==> src/rtl/prfg_pkg.sv <==
// Shared types, constants and register codes for the pseudo-random frame generator.
// No dependencies; imported by every module of the block.
package prfg_pkg;

   // dimension limit and queue sizing
   localparam int unsigned MAX_DIMENSION = 8192;
   localparam int unsigned QUEUE_DEPTH   = 2;

   // field widths
   localparam int unsigned DIM_W         = 14;
   localparam int unsigned FORMAT_W      = 4;
   localparam int unsigned PERIOD_W      = 30;
   localparam int unsigned WORD_W        = 32;
   localparam int unsigned PROD_W        = 27;
   localparam int unsigned PLANE_BYTES_W = 28;
   localparam int unsigned STRIDE_W      = 15;
   localparam int unsigned CSR_INDEX_W   = 3;
   localparam int unsigned CSR_DATA_W    = 32;

   // register indexes
   localparam logic [CSR_INDEX_W-1:0] CSR_FRAME_WIDTH  = 3'd0;
   localparam logic [CSR_INDEX_W-1:0] CSR_FRAME_HEIGHT = 3'd1;
   localparam logic [CSR_INDEX_W-1:0] CSR_PIXEL_FORMAT = 3'd2;
   localparam logic [CSR_INDEX_W-1:0] CSR_MULTI_PLANE  = 3'd3;
   localparam logic [CSR_INDEX_W-1:0] CSR_SEED         = 3'd4;
   localparam logic [CSR_INDEX_W-1:0] CSR_PERIOD_NS    = 3'd5;

   // pixel format codes, anything above grey is unknown
   localparam logic [FORMAT_W-1:0] FMT_MJPEG = 4'd0;
   localparam logic [FORMAT_W-1:0] FMT_H264  = 4'd1;
   localparam logic [FORMAT_W-1:0] FMT_YUYV  = 4'd2;
   localparam logic [FORMAT_W-1:0] FMT_UYVY  = 4'd3;
   localparam logic [FORMAT_W-1:0] FMT_RGB24 = 4'd4;
   localparam logic [FORMAT_W-1:0] FMT_BGR24 = 4'd5;
   localparam logic [FORMAT_W-1:0] FMT_NV12  = 4'd6;
   localparam logic [FORMAT_W-1:0] FMT_GREY  = 4'd7;

   // register reset values
   localparam logic [DIM_W-1:0]    RESET_WIDTH  = 14'd640;
   localparam logic [DIM_W-1:0]    RESET_HEIGHT = 14'd480;
   localparam logic [FORMAT_W-1:0] RESET_FORMAT = FMT_GREY;
   localparam logic [PERIOD_W-1:0] RESET_PERIOD = 30'd33333333;

   // generator and timestamp constants
   localparam logic [WORD_W-1:0] LCG_MULT      = 32'd1664525;
   localparam logic [WORD_W-1:0] LCG_INC       = 32'd1013904223;
   localparam logic [WORD_W-1:0] NS_PER_SECOND = 32'd1000000000;
   localparam logic [PLANE_BYTES_W-1:0] MIN_COMPRESSED_BYTES = 28'd64;
   localparam int unsigned BYTE_SHIFT = 24;

   // frame layout and timing, derived from the registers
   typedef struct packed {
      logic                     supported;
      logic                     two_planes;
      logic [PLANE_BYTES_W-1:0] len0;
      logic [PLANE_BYTES_W-1:0] len0_last;
      logic [PLANE_BYTES_W-1:0] len1;
      logic [PLANE_BYTES_W-1:0] len1_last;
      logic [STRIDE_W-1:0]      stride;
      logic [WORD_W-1:0]        seed;
      logic [WORD_W-1:0]        period;
      logic [WORD_W-1:0]        period_less1;
      logic [WORD_W-1:0]        period_less2;
   } layout_type;

endpackage

==> src/rtl/prfg_front.sv <==
// Front end: configuration registers, frame layout decode and the input stage.
// Depends on prfg_pkg.
module prfg_front import prfg_pkg::*; (
   input  logic                   clock,
   input  logic                   reset,
   input  logic                   csr_write_enable,
   input  logic [CSR_INDEX_W-1:0] csr_index,
   input  logic [CSR_DATA_W-1:0]  csr_write_data,
   input  logic                   req_valid,
   output logic                   req_ready,
   input  logic                   req_restart,
   output logic                   push_valid,
   input  logic                   push_ready,
   output logic                   push_restart,
   output layout_type             layout
);

   logic [DIM_W-1:0]    width_ff;
   logic [DIM_W-1:0]    height_ff;
   logic [FORMAT_W-1:0] format_ff;
   logic                multi_ff;
   logic [WORD_W-1:0]   seed_ff;
   logic [PERIOD_W-1:0] period_ff;

   logic [DIM_W-1:0]    width_clamp;
   logic [DIM_W-1:0]    height_clamp;
   logic [PROD_W-1:0]   pixels_in;
   logic [PROD_W-1:0]   pixels_ff;
   logic [DIM_W-1:0]    width_cl_ff;

   logic [PLANE_BYTES_W-1:0] p;
   logic [PLANE_BYTES_W-1:0] p_twice;
   logic [PLANE_BYTES_W-1:0] p_eighth;
   logic [PLANE_BYTES_W-1:0] p_half_dn;
   logic [PLANE_BYTES_W-1:0] p_odd;
   logic [STRIDE_W-1:0]      w;
   layout_type               layout_in;
   layout_type               layout_ff;

   logic item_valid_ff;
   logic item_restart_ff;

   // configuration registers
   always_ff @(posedge clock) begin
      if (reset) begin
         width_ff  <= RESET_WIDTH;
         height_ff <= RESET_HEIGHT;
         format_ff <= RESET_FORMAT;
         multi_ff  <= 1'b0;
         seed_ff   <= '0;
         period_ff <= RESET_PERIOD;
      end else if (csr_write_enable) begin
         unique case (csr_index)
            CSR_FRAME_WIDTH:  width_ff  <= csr_write_data[DIM_W-1:0];
            CSR_FRAME_HEIGHT: height_ff <= csr_write_data[DIM_W-1:0];
            CSR_PIXEL_FORMAT: format_ff <= csr_write_data[FORMAT_W-1:0];
            CSR_MULTI_PLANE:  multi_ff  <= csr_write_data[0];
            CSR_SEED:         seed_ff   <= csr_write_data[WORD_W-1:0];
            CSR_PERIOD_NS:    period_ff <= csr_write_data[PERIOD_W-1:0];
            default: ;
         endcase
      end
   end

   // clamp dimensions and form the pixel count
   always_comb begin
      if (width_ff == '0)
         width_clamp = DIM_W'(1);
      else if (width_ff > DIM_W'(MAX_DIMENSION))
         width_clamp = DIM_W'(MAX_DIMENSION);
      else
         width_clamp = width_ff;
      if (height_ff == '0)
         height_clamp = DIM_W'(1);
      else if (height_ff > DIM_W'(MAX_DIMENSION))
         height_clamp = DIM_W'(MAX_DIMENSION);
      else
         height_clamp = height_ff;
      pixels_in = PROD_W'(width_clamp) * PROD_W'(height_clamp);
   end

   always_ff @(posedge clock) begin
      pixels_ff   <= pixels_in;
      width_cl_ff <= width_clamp;
   end

   // plane lengths and stride per format, with last byte index of each plane
   always_comb begin
      p         = PLANE_BYTES_W'(pixels_ff);
      p_twice   = {p[PLANE_BYTES_W-2:0], 1'b0};
      p_eighth  = p >> 3;
      p_half_dn = p >> 1;
      p_odd     = PLANE_BYTES_W'(p[0]);
      w         = STRIDE_W'(width_cl_ff);

      layout_in              = '0;
      layout_in.supported    = 1'b1;
      layout_in.seed         = seed_ff;
      layout_in.period       = WORD_W'(period_ff);
      layout_in.period_less1 = WORD_W'(period_ff) - NS_PER_SECOND;
      layout_in.period_less2 = WORD_W'(period_ff) - {NS_PER_SECOND[WORD_W-2:0], 1'b0};

      case (format_ff)
         FMT_MJPEG, FMT_H264: begin
            if (p_eighth > MIN_COMPRESSED_BYTES) begin
               layout_in.len0      = p_eighth;
               layout_in.len0_last = p_eighth - PLANE_BYTES_W'(1);
            end else begin
               layout_in.len0      = MIN_COMPRESSED_BYTES;
               layout_in.len0_last = MIN_COMPRESSED_BYTES - PLANE_BYTES_W'(1);
            end
         end
         FMT_YUYV, FMT_UYVY: begin
            layout_in.len0      = p_twice;
            layout_in.len0_last = p_twice - PLANE_BYTES_W'(1);
            layout_in.stride    = {w[STRIDE_W-2:0], 1'b0};
         end
         FMT_RGB24, FMT_BGR24: begin
            layout_in.len0      = p + p_twice;
            layout_in.len0_last = p + p_twice - PLANE_BYTES_W'(1);
            layout_in.stride    = w + {w[STRIDE_W-2:0], 1'b0};
         end
         FMT_NV12: begin
            layout_in.stride = w;
            if (multi_ff) begin
               layout_in.two_planes = 1'b1;
               layout_in.len0       = p;
               layout_in.len0_last  = p - PLANE_BYTES_W'(1);
               layout_in.len1       = p_half_dn + p_odd;
               layout_in.len1_last  = p[0] ? p_half_dn : p_half_dn - PLANE_BYTES_W'(1);
            end else begin
               layout_in.len0      = p + p_half_dn + p_odd;
               layout_in.len0_last = p[0] ? p + p_half_dn
                                          : p + p_half_dn - PLANE_BYTES_W'(1);
            end
         end
         FMT_GREY: begin
            layout_in.len0      = p;
            layout_in.len0_last = p - PLANE_BYTES_W'(1);
            layout_in.stride    = w;
         end
         default: layout_in.supported = 1'b0;
      endcase

      // multi-plane is only defined for nv12
      if (multi_ff && (format_ff != FMT_NV12))
         layout_in.supported = 1'b0;
   end

   always_ff @(posedge clock) begin
      layout_ff <= layout_in;
   end

   assign layout = layout_ff;

   // input stage, one item deep, drains into the queue
   assign req_ready    = !item_valid_ff || push_ready;
   assign push_valid   = item_valid_ff;
   assign push_restart = item_restart_ff;

   always_ff @(posedge clock) begin
      if (reset) begin
         item_valid_ff <= 1'b0;
      end else if (req_valid && req_ready) begin
         item_valid_ff <= 1'b1;
      end else if (push_ready) begin
         item_valid_ff <= 1'b0;
      end
   end

   always_ff @(posedge clock) begin
      if (req_valid && req_ready)
         item_restart_ff <= req_restart;
   end

endmodule

==> src/rtl/prfg_queue.sv <==
// Short item queue between front end and generator back end.
// Depends on prfg_pkg for the default depth, QUEUE_DEPTH.
module prfg_queue import prfg_pkg::*; #(
   parameter int unsigned DEPTH = QUEUE_DEPTH
) (
   input  logic clock,
   input  logic reset,
   input  logic push_valid,
   output logic push_ready,
   input  logic push_restart,
   output logic pop_valid,
   input  logic pop_ready,
   output logic pop_restart
);

   localparam int unsigned PTR_W   = (DEPTH > 1) ? $clog2(DEPTH) : 1;
   localparam int unsigned COUNT_W = $clog2(DEPTH + 1);

   logic [DEPTH-1:0]   slot_ff;
   logic [PTR_W-1:0]   wr_ptr_ff;
   logic [PTR_W-1:0]   rd_ptr_ff;
   logic [COUNT_W-1:0] count_ff;
   logic               push_xfer;
   logic               pop_xfer;

   assign push_ready  = (count_ff != COUNT_W'(DEPTH));
   assign pop_valid   = (count_ff != '0);
   assign pop_restart = slot_ff[rd_ptr_ff];
   assign push_xfer   = push_valid && push_ready;
   assign pop_xfer    = pop_valid && pop_ready;

   // pointers and fill count
   always_ff @(posedge clock) begin
      if (reset) begin
         wr_ptr_ff <= '0;
         rd_ptr_ff <= '0;
         count_ff  <= '0;
      end else begin
         if (push_xfer)
            wr_ptr_ff <= (wr_ptr_ff == PTR_W'(DEPTH - 1)) ? '0 : wr_ptr_ff + PTR_W'(1);
         if (pop_xfer)
            rd_ptr_ff <= (rd_ptr_ff == PTR_W'(DEPTH - 1)) ? '0 : rd_ptr_ff + PTR_W'(1);
         if (push_xfer && !pop_xfer)
            count_ff <= count_ff + COUNT_W'(1);
         else if (pop_xfer && !push_xfer)
            count_ff <= count_ff - COUNT_W'(1);
      end
   end

   // storage
   always_ff @(posedge clock) begin
      if (push_xfer)
         slot_ff[wr_ptr_ff] <= push_restart;
   end

endmodule

==> src/rtl/prfg_back.sv <==
// Back end: generator state, frame position, sequence and timestamp, result register.
// Depends on prfg_pkg for the layout struct and constants.
module prfg_back import prfg_pkg::*; (
   input  logic                     clock,
   input  logic                     reset,
   input  layout_type               layout,
   input  logic                     pop_valid,
   output logic                     pop_ready,
   input  logic                     pop_restart,
   output logic                     rsp_valid,
   input  logic                     rsp_ready,
   output logic [7:0]               rsp_data_byte,
   output logic                     rsp_plane_index,
   output logic [PLANE_BYTES_W-1:0] rsp_plane_bytes,
   output logic [STRIDE_W-1:0]      rsp_line_stride,
   output logic                     rsp_last_in_plane,
   output logic                     rsp_last_in_frame,
   output logic [WORD_W-1:0]        rsp_frame_number,
   output logic [WORD_W-1:0]        rsp_stamp_seconds,
   output logic [PERIOD_W-1:0]      rsp_stamp_nanoseconds,
   output logic                     rsp_status
);

   logic [WORD_W-1:0]        gen_ff, gen_in;
   logic [PLANE_BYTES_W-1:0] pos_ff, pos_in;
   logic                     plane_ff, plane_in;
   logic [WORD_W-1:0]        seq_ff, seq_in;
   logic [WORD_W-1:0]        sec_ff, sec_in;
   logic [PERIOD_W-1:0]      ns_ff, ns_in;
   logic                     active_ff, active_in;
   logic                     rsp_valid_ff;

   logic                     take;
   logic [WORD_W-1:0]        seq_base;
   logic [WORD_W-1:0]        sec_base;
   logic [PERIOD_W-1:0]      ns_base;
   logic                     active_base;
   logic [WORD_W-1:0]        gen_base;
   logic [WORD_W-1:0]        gen_new;
   logic [PLANE_BYTES_W-1:0] pos_base;
   logic                     plane_sel;
   logic [PLANE_BYTES_W-1:0] plane_len;
   logic [PLANE_BYTES_W-1:0] plane_last;
   logic                     last_plane;
   logic                     last_frame;
   logic [WORD_W-1:0]        ns_sum0;
   logic [WORD_W-1:0]        ns_sum1;
   logic [WORD_W-1:0]        ns_sum2;
   logic [PERIOD_W-1:0]      ns_next;
   logic [1:0]               sec_carry;

   assign pop_ready = !rsp_valid_ff || rsp_ready;
   assign take      = pop_valid && pop_ready;
   assign rsp_valid = rsp_valid_ff;

   // restart clears the counts before the item is looked at
   always_comb begin
      seq_base    = pop_restart ? '0 : seq_ff;
      sec_base    = pop_restart ? '0 : sec_ff;
      ns_base     = pop_restart ? '0 : ns_ff;
      active_base = !pop_restart && active_ff;
   end

   // generator step and plane position
   always_comb begin
      gen_base   = active_base ? gen_ff : (layout.seed ^ seq_base);
      gen_new    = gen_base * LCG_MULT + LCG_INC;
      pos_base   = active_base ? pos_ff : '0;
      plane_sel  = active_base && plane_ff && layout.two_planes;
      plane_len  = plane_sel ? layout.len1 : layout.len0;
      plane_last = plane_sel ? layout.len1_last : layout.len0_last;
      last_plane = (pos_base >= plane_last);
      last_frame = last_plane && (plane_sel || !layout.two_planes);
   end

   // timestamp advance, at most two whole seconds per frame
   always_comb begin
      ns_sum0 = WORD_W'(ns_base) + layout.period;
      ns_sum1 = WORD_W'(ns_base) + layout.period_less1;
      ns_sum2 = WORD_W'(ns_base) + layout.period_less2;
      if (!ns_sum2[WORD_W-1]) begin
         ns_next   = ns_sum2[PERIOD_W-1:0];
         sec_carry = 2'd2;
      end else if (!ns_sum1[WORD_W-1]) begin
         ns_next   = ns_sum1[PERIOD_W-1:0];
         sec_carry = 2'd1;
      end else begin
         ns_next   = ns_sum0[PERIOD_W-1:0];
         sec_carry = 2'd0;
      end
   end

   // next state
   always_comb begin
      gen_in    = gen_ff;
      pos_in    = pos_ff;
      plane_in  = plane_ff;
      seq_in    = seq_ff;
      sec_in    = sec_ff;
      ns_in     = ns_ff;
      active_in = active_ff;
      if (take) begin
         seq_in = seq_base;
         sec_in = sec_base;
         ns_in  = ns_base;
         if (!layout.supported) begin
            active_in = 1'b0;
         end else begin
            gen_in = gen_new;
            if (last_frame) begin
               active_in = 1'b0;
               pos_in    = '0;
               plane_in  = 1'b0;
               seq_in    = seq_base + WORD_W'(1);
               sec_in    = sec_base + WORD_W'(sec_carry);
               ns_in     = ns_next;
            end else if (last_plane) begin
               active_in = 1'b1;
               pos_in    = '0;
               plane_in  = 1'b1;
            end else begin
               active_in = 1'b1;
               pos_in    = pos_base + PLANE_BYTES_W'(1);
               plane_in  = plane_sel;
            end
         end
      end
   end

   always_ff @(posedge clock) begin
      if (reset) begin
         gen_ff    <= '0;
         pos_ff    <= '0;
         plane_ff  <= 1'b0;
         seq_ff    <= '0;
         sec_ff    <= '0;
         ns_ff     <= '0;
         active_ff <= 1'b0;
      end else begin
         gen_ff    <= gen_in;
         pos_ff    <= pos_in;
         plane_ff  <= plane_in;
         seq_ff    <= seq_in;
         sec_ff    <= sec_in;
         ns_ff     <= ns_in;
         active_ff <= active_in;
      end
   end

   // result register valid
   always_ff @(posedge clock) begin
      if (reset) begin
         rsp_valid_ff <= 1'b0;
      end else if (take) begin
         rsp_valid_ff <= 1'b1;
      end else if (rsp_ready) begin
         rsp_valid_ff <= 1'b0;
      end
   end

   // result payload
   always_ff @(posedge clock) begin
      if (take) begin
         rsp_frame_number      <= seq_base;
         rsp_stamp_seconds     <= sec_base;
         rsp_stamp_nanoseconds <= ns_base;
         if (layout.supported) begin
            rsp_data_byte     <= gen_new[BYTE_SHIFT +: 8];
            rsp_plane_index   <= plane_sel;
            rsp_plane_bytes   <= plane_len;
            rsp_line_stride   <= layout.stride;
            rsp_last_in_plane <= last_plane;
            rsp_last_in_frame <= last_frame;
            rsp_status        <= 1'b0;
         end else begin
            rsp_data_byte     <= '0;
            rsp_plane_index   <= 1'b0;
            rsp_plane_bytes   <= '0;
            rsp_line_stride   <= '0;
            rsp_last_in_plane <= 1'b0;
            rsp_last_in_frame <= 1'b0;
            rsp_status        <= 1'b1;
         end
      end
   end

endmodule

==> src/rtl/pseudo_random_frame_generator_core.sv <==
// Top level of the pseudo-random frame generator: front end, item queue, back end.
// Depends on prfg_pkg, prfg_front, prfg_queue and prfg_back.
//
//   channel   direction  handshake          payload
//   req       in         req_valid/ready    req_restart
//   rsp       out        rsp_valid/ready    byte, plane, lengths, last flags, stamps, status
//   csr       in         csr_write_enable   csr_index, csr_write_data
//
// One byte per clock sustained while rsp is ready; the back end takes one queued item per
// cycle through its single generator multiply-add, which also carries the frame state loop.
// An item passes from req through the input stage and the queue into the result register.
// Synchronous reset clears control state and loads register defaults; no clearing pass.
// A stalled rsp holds the result register; the queue and input stage then fill and
// req_ready drops.
module pseudo_random_frame_generator_core import prfg_pkg::*; #(
   parameter int unsigned QUEUE_ENTRIES = QUEUE_DEPTH
) (
   input  logic                     clock,
   input  logic                     reset,
   input  logic                     csr_write_enable,
   input  logic [CSR_INDEX_W-1:0]   csr_index,
   input  logic [CSR_DATA_W-1:0]    csr_write_data,
   input  logic                     req_valid,
   output logic                     req_ready,
   input  logic                     req_restart,
   output logic                     rsp_valid,
   input  logic                     rsp_ready,
   output logic [7:0]               rsp_data_byte,
   output logic                     rsp_plane_index,
   output logic [PLANE_BYTES_W-1:0] rsp_plane_bytes,
   output logic [STRIDE_W-1:0]      rsp_line_stride,
   output logic                     rsp_last_in_plane,
   output logic                     rsp_last_in_frame,
   output logic [WORD_W-1:0]        rsp_frame_number,
   output logic [WORD_W-1:0]        rsp_stamp_seconds,
   output logic [PERIOD_W-1:0]      rsp_stamp_nanoseconds,
   output logic                     rsp_status
);

   layout_type layout;
   logic       push_valid;
   logic       push_ready;
   logic       push_restart;
   logic       pop_valid;
   logic       pop_ready;
   logic       pop_restart;

   // registers, layout decode, input stage
   prfg_front u_front (
      .clock            (clock),
      .reset            (reset),
      .csr_write_enable (csr_write_enable),
      .csr_index        (csr_index),
      .csr_write_data   (csr_write_data),
      .req_valid        (req_valid),
      .req_ready        (req_ready),
      .req_restart      (req_restart),
      .push_valid       (push_valid),
      .push_ready       (push_ready),
      .push_restart     (push_restart),
      .layout           (layout)
   );

   // decoupling queue
   prfg_queue #(
      .DEPTH (QUEUE_ENTRIES)
   ) u_queue (
      .clock        (clock),
      .reset        (reset),
      .push_valid   (push_valid),
      .push_ready   (push_ready),
      .push_restart (push_restart),
      .pop_valid    (pop_valid),
      .pop_ready    (pop_ready),
      .pop_restart  (pop_restart)
   );

   // generator and result register
   prfg_back u_back (
      .clock                 (clock),
      .reset                 (reset),
      .layout                (layout),
      .pop_valid             (pop_valid),
      .pop_ready             (pop_ready),
      .pop_restart           (pop_restart),
      .rsp_valid             (rsp_valid),
      .rsp_ready             (rsp_ready),
      .rsp_data_byte         (rsp_data_byte),
      .rsp_plane_index       (rsp_plane_index),
      .rsp_plane_bytes       (rsp_plane_bytes),
      .rsp_line_stride       (rsp_line_stride),
      .rsp_last_in_plane     (rsp_last_in_plane),
      .rsp_last_in_frame     (rsp_last_in_frame),
      .rsp_frame_number      (rsp_frame_number),
      .rsp_stamp_seconds     (rsp_stamp_seconds),
      .rsp_stamp_nanoseconds (rsp_stamp_nanoseconds),
      .rsp_status            (rsp_status)
   );

endmodule

==> config.mk <==
export PLATFORM = sky130hd
export DESIGN_NAME = pseudo_random_frame_generator_core
export DESIGN_NICKNAME = d
export VERILOG_FILES = /design/src/rtl/prfg_pkg.sv /design/src/rtl/prfg_front.sv /design/src/rtl/prfg_queue.sv /design/src/rtl/prfg_back.sv /design/src/rtl/pseudo_random_frame_generator_core.sv
export SDC_FILE = /design/constraint.sdc
export NUM_CORES = 2
export LEC_CHECK = 0
export BUFFER_PORTS_ARGS = -buffer_cell sky130_fd_sc_hd__buf_4
export CAP_MARGIN = 25
export CORE_MARGIN = 1.5
export CORE_UTILIZATION = 65
export CTS_CLUSTER_SIZE = 16
export DETAILED_ROUTE_END_ITERATION = 10
export PLACE_DENSITY = 0.94
export REMOVE_ABC_BUFFERS = 1
export SETUP_SLACK_MARGIN = 0.5
export SLEW_MARGIN = 25
export SYNTH_ARGS = -nofsm -noshare
export SYNTH_HDL_FRONTEND = slang
export SYNTH_SLANG_ARGS = --single-unit
==> constraint.sdc <==
create_clock -name clock -period 21.8 [get_ports clock]
set_clock_uncertainty 0.05 [all_clocks]
set_input_delay 4.36 -clock clock [delete_from_list [all_inputs] [get_ports clock]]
set_output_delay 4.36 -clock clock [all_outputs]
set_load 0.01 [all_outputs]
* Word level (Yosys, flattened, before mapping)
Index checks and enable logic that the tools add are counted.
** Word-level totals
- Register bits after elaboration :: 704
- Latch bits :: 0
- Bits in writable memories :: 0
- Memory bits (read-only) :: 0
- Logic and storage cells :: 185
- Memories kept :: 0
** Operators by class
- $add $sub $neg :: 24
- Multiply operators :: 2
- Div/mod/pow operators :: 0
- Magnitude comparators :: 7
- Equal/unequal tests :: 14
- Shift operators :: 0
- Multiplexer cells :: 49
- Bitwise operators :: 3
- Reduce and logical (&&, ||, !) cells :: 42
** Operators by type and width (count)
- $pmux W56 S5 :: 1
- $mux W32 :: 7
- $mux W28 :: 6
- $mux W30 :: 5
- $sub A28 B1 Y28 const B :: 3
- $add A30 B32 Y32 :: 2
- $mux W14 :: 4
- $mux W56 :: 1
- $mux W52 :: 1
- $pmux W15 S3 :: 1
- $add A32 B1 Y32 const B :: 1
- $add A32 B2 Y32 :: 1
- $add A32 B30 Y32 const B :: 1
- $mul A32 B21 Y32 const B :: 1
- $sub A30 B31 Y32 const B :: 1
- $xor A32 B32 Y32 :: 1
- $sub A30 B30 Y31 const B :: 1
- $add A30 B30 Y30 :: 1
- $add A27 B26 Y28 :: 1
- $add A27 B28 Y28 :: 1
- $add A28 B1 Y28 :: 1
- $add A28 B1 Y28 const B :: 1
- $ge A28 B28 Y1 :: 1
- $gt A14 B14 Y1 const B :: 2
- other kinds (37) :: 95

* Depth between registers and ports, before layout
- Depth after elaboration :: 11
- Depth in mapped cells :: 35

* By module
From an unflattened synthesis, not the netlist that was laid out.
** Second synthesis, totals
- Cells, all modules :: 5790
- Area total of the unflattened synthesis :: 50282.0 um^2
** Modules (own cells, without submodules)
- prfg_back :: instances 1, cells an instance 2983, area an instance 26306.5 um^2, seq. area each 7617.3 um^2
- prfg_front :: instances 1, cells an instance 2782, area an instance 23697.7 um^2, seq. area each 7417.1 um^2
- prfg_queue :: instances 1, cells an instance 25, area an instance 277.8 um^2, seq. area each 140.1 um^2

* Least setup slack after synthesis
Ideal clock, no wire load.
- Kind :: input-to-reg
- From :: input rsp_ready
- To :: register u_back.sec_ff[25]
- Library setup time :: 0.060 ns
- Data arrival time :: 9.597 ns
- Required time :: 21.690 ns
- Setup slack :: 12.093 ns
- Stages on the path :: 9
- Path buffers :: 2
- Cell sequence :: nand2b_1 o21ai_0 clkbuf_1 inv_1 nand2_1 or4b_2 clkbuf_1 a2111o_1 nand2_1
** On the way
- Longest elaborated chain between the ends :: 2
** Ends and longest elaborated chain
- start: declaration :: RTL line pseudo_random_frame_generator_core.sv:27 : input logic rsp_ready,
- $logic_or A1 B1 Y1 :: RTL line prfg_back.sv:52 : assign pop_ready = !rsp_valid_ff || rsp_ready;
- $logic_and A1 B1 Y1 :: RTL line prfg_back.sv:53 : assign take = pop_valid && pop_ready;
- net u_back.take :: RTL line prfg_back.sv:33 : logic take;
- end signal: assignment :: RTL line prfg_back.sv:144 : sec_ff <= sec_in;
- end: declaration :: RTL line prfg_back.sv:28 : logic [WORD_W-1:0] sec_ff, sec_in;
The timed path passes the listed nets, and every way through them passes these cells.
A chain may end at the register's enable or synchronous reset.

* Worst setup path after layout
- From :: register u_queue.rd_ptr_ff
- To :: register u_back.gen_ff[30]
** On the way
- Longest elaborated chain between the ends :: 7
** Ends and longest elaborated chain
- start: declaration :: RTL line prfg_queue.sv:21 : logic [PTR_W-1:0] rd_ptr_ff;
- start signal: assignment :: RTL line prfg_queue.sv:42 : rd_ptr_ff <= (rd_ptr_ff == PTR_W'(DEPTH - 1)) ? '0 : rd_ptr_ff + PTR_W'(1);
- $mux W1 (implied by the code) (2 in series) :: RTL line prfg_queue.sv:28 : assign pop_restart = slot_ff[rd_ptr_ff];
- $mux W32 :: RTL line prfg_back.sv:58 : seq_base = pop_restart ? '0 : seq_ff;
- net u_back.seq_base[3] :: RTL line prfg_back.sv:34 : logic [WORD_W-1:0] seq_base;
- $xor A32 B32 Y32 :: RTL line prfg_back.sv:66 : gen_base = active_base ? gen_ff : (layout.seed ^ seq_base);
- $mux W32 :: RTL line prfg_back.sv:66
- $mul A32 B21 Y32 :: RTL line prfg_back.sv:67 : gen_new = gen_base * LCG_MULT + LCG_INC;
- $add A32 B30 Y32 :: RTL line prfg_back.sv:67
- end signal: assignment :: RTL line prfg_back.sv:140 : gen_ff <= gen_in;
- end: declaration :: RTL line prfg_back.sv:24 : logic [WORD_W-1:0] gen_ff, gen_in;
The timed path passes the listed nets, and every way through them passes these cells. The select of a mux whose other input is x is not followed.

==> results.sh <==
export IMPL_grt_pass1_vias=41319
export IMPL_slew_viol_final=0
export IMPL_intPower_uw=3930
export IMPL_crit_path_start="u_queue.rd_ptr_ff"
export IMPL_place_area_sq_um=50200
export IMPL_grt_pass1_wl_microns=222000
export IMPL_combPwrFrac=0.586
export IMPL_violations="design-rule violations"
export IMPL_ff_latch_area_sq_um=15200
export IMPL_p_switching_uw=3190
export IMPL_synth_top_area_cell="dfxtp_1"
export IMPL_tightestPinTransition_ns=1.08
export IMPL_finalHoldViolCount=0
export IMPL_seqPwrFrac=0.235
export IMPL_ant_nets=0
export IMPL_drv_cap=0
export IMPL_max_freq_mhz=110
export IMPL_post_drt_via_cell_ratio=6.41
export IMPL_grt_max_degree=88
export IMPL_area_growth_pct=9.51
export IMPL_diodes=0
export IMPL_r2r_end="u_back.gen_ff[30]"
export IMPL_drt_wl_total_microns=144000
export IMPL_finish_net_count=6252
export IMPL_yosysSeqAreaShare=0.316
export IMPL_start_util=0.658
export IMPL_design_area_sq_um=52700
export IMPL_ys_seq_elements=682
export IMPL_pwr_share_clk=0.178
export IMPL_pin_count=192
export IMPL_clk_latency_ns=0.67
export IMPL_fin_crit_ns=9.08
export IMPL_drt_first_pass_iters=11
export IMPL_yosys_top_cells_area="dfxtp_1 22%, fa_1 12%, ha_1 11%, edfxtp_1 9.5%, xnor2_1 5.8%"
export IMPL_wire_per_inst_microns=22.0
export IMPL_cts_hold_buf=0
export IMPL_num_fill_cells=5109
export IMPL_place_congestion=1.04
export IMPL_rows=99
export IMPL_synth_edff_count=152
export IMPL_synth_commonest_cells="712 x nand2_1, 530 x dfxtp_1, 493 x inv_1"
export IMPL_synth_area_per_cell_sq_um=8.84
export IMPL_post_cts_buffers=0
export IMPL_cts_buffers=72
export IMPL_drive_gt1_frac=0.0753
export IMPL_finalSetupViolations=0
export IMPL_critPathCaptureType="flop"
export IMPL_cp_slowest_cell="a21oi_1"
export IMPL_async_reset_ff_frac=0
export IMPL_rsz0062_at_grt="no"
export IMPL_synth_most_common_cell="nand2_1"
export IMPL_detailed_place_hpwl_microns=105000
export IMPL_synth_cell_area_sq_um=48100
export IMPL_vias=41791
export IMPL_die_h_microns=275
export IMPL_ys_flop_type="dfxtp_1"
export IMPL_crit_end="u_back.gen_ff[30]"
export IMPL_ctsHtreeMaxLevel=3
export IMPL_ys_warnings_count=0
export IMPL_reg2reg_slack_ns=12.72
export IMPL_netlist_instances=5437
export IMPL_p_sw_frac=0.448
export IMPL_fin_crit_sh=0.416
export IMPL_die_area_sq_um=75600
export IMPL_cpPeakStageDelay_ns=0.60
export IMPL_die_x_microns=275
export IMPL_numPortBuffers=191
export IMPL_power_density_nw_per_um2=135
export IMPL_cts_tree="done"
export IMPL_core_area_sq_um=73100
export IMPL_cts_sinks=682
export IMPL_yosys_cell_types_count=93
export IMPL_yosysTopAreaCellShare=0.221
export IMPL_hold_path_class="flop to flop"
export IMPL_dpl_cell_count=6386
export IMPL_clkTransAtPathRegs_ns=0.07
export IMPL_max_vdd_ir_drop_mv=0.143
export IMPL_cp_max_fo=73
export IMPL_slew_headroom=0.273
export IMPL_clockBufferDepth=3
export IMPL_final_cell_count_no_fill=6520
export IMPL_root_buffer="clkbuf_16"
export IMPL_arrival_ns=9.60
export IMPL_gr_total_overflow=0
export IMPL_track_usage=0.374
export IMPL_worstReg2RegStart="u_queue.rd_ptr_ff"
export IMPL_cts_resized=0
export IMPL_p_leak_uw=0.0232
export IMPL_multiInputGateArea_sq_um=30100
export IMPL_reg2reg_depth=27
export IMPL_antenna_found_initial=3
export IMPL_drc=17
export IMPL_drt_iter0_drc=5803
export IMPL_critPathKind="flop to flop"
export IMPL_status="finished with violations"
export IMPL_crit_required_ns=22.33
export IMPL_crit_path_start_kind="flop"
export IMPL_fin_setup_tns_ns=0
==> how the worst min path moves through the flow <==
stage / start / endpoint / slack (ns) / cells after the start
6_report: u_front.period_ff[5] / u_front.layout[37] / 0.27 / 0
3_5_place_dp: u_front.period_ff[8] / u_front.layout[40] / 0.29 / 0
4_1_cts: u_front.period_ff[5] / u_front.layout[37] / 0.27 / 0
2_1_floorplan: u_front.seed_ff[4] / u_front.layout[100] / 0.28 / 0
5_1_grt: u_front.period_ff[5] / u_front.layout[37] / 0.28 / 0
3_3_place_gp: u_front.period_ff[8] / u_front.layout[40] / 0.28 / 0
==> per-layer routing <==
layer  GRT usage  share of wire  vias up
met4       0.235          0.069        4
met3      0.0810           0.11      695
met1       0.459           0.36    19850
li1            -              -    18522
met5           0        0.00015        -
met2       0.600           0.46     2720
==> placed cells by master, fill, tap and decap left out, types with 37 or more instances in the layout <==
cell       instances
a21o_1            69
nor3_1            68
nand2_1          711
dfxtp_1          530
clkbuf_16         76
nand4_1           49
nor2_1           427
mux2i_1           41
or3_1             37
and2_1           129
ha_1             427
a21oi_1          367
nor2b_1           37
fa_1             283
and3_1            89
xor2_1            97
buf_4            233
xnor2_1          320
inv_1            492
nand2b_1          39
edfxtp_1         152
o211ai_1          48
nand3_1          140
o21ai_0          159
==> cell families after synthesis <==
family	synth area share
mux	0.00991
flops	0.316
compound gates	0.133
xor+xnor	0.0766
buf+inv	0.0590
simple gates	0.177
fa+ha+maj	0.229
==> through the flow <==
stage / power (uW) / hold WS [ns] / utilization / worst slack, ns
after CTS: 7070 / 0.275 / 0.720 / 12.84
after global routing: 7610 / 0.280 / 0.720 / 12.30
after global placement: 5550 / 0.284 / 0.687 / 13.12
final: 7110 / 0.272 / 0.720 / 12.72
after detailed placement: 5780 / 0.288 / 0.687 / 12.93
after floorplan: 4620 / 0.281 / - / 10.18
==> worst max-delay path, delay by kind of cell, from the launching register on <==
family	cells	cell delay (ns)
adder cells (fa/ha/maj)	8	3.49
AO/OA/AOI/OAI	7	2.29
buffers and inverters	4	1.25
AND/OR/NAND/NOR	5	0.87
flip-flops	1	0.41
XOR/XNOR	2	0.32
multiplexers	1	0.24
==> sequential cells by signal, indices dropped and copies added, names as in the netlist, 2 cells and up <==
register                      flops
u_back.gen_ff                    32
u_back.ns_ff                     30
u_back.pos_ff                    28
u_back.rsp_data_byte              8
u_back.rsp_frame_number          32
u_back.rsp_line_stride           15
u_back.rsp_plane_bytes           28
u_back.rsp_stamp_nanoseconds     30
u_back.rsp_stamp_seconds         32
u_back.sec_ff                    32
u_back.seq_ff                    32
u_front.format_ff                 4
u_front.height_ff                14
u_front.layout                  232
u_front.period_ff                30
u_front.pixels_ff                27
u_front.seed_ff                  32
u_front.width_cl_ff              14
u_front.width_ff                 14
u_queue.count_ff                  2
u_queue.slot_ff                   2
==> power groups by stage <==
stage	sequential, uW	clock [uW]	combinational, uW
floorplan	1710	0	2910
global placement	1690	0	3870
detailed placement	1690	0	4090
CTS	1670	1270	4130
global route	1680	1320	4600
finish	1670	1270	4170
==> area by class of cell <==
| cell class | count | share of cell area |
|---|---|---|
| clock buffer | 107 | 0.0406 |
| sequential | 682 | 0.288 |
| multi-input combinational | 4002 | 0.572 |
| clock inverter | 27 | 0.00632 |
| timing repair buffer | 234 | 0.0334 |
| inverter | 509 | 0.0364 |
| tap | 959 | 0.0228 |
(Power assumes the default switching activity.)
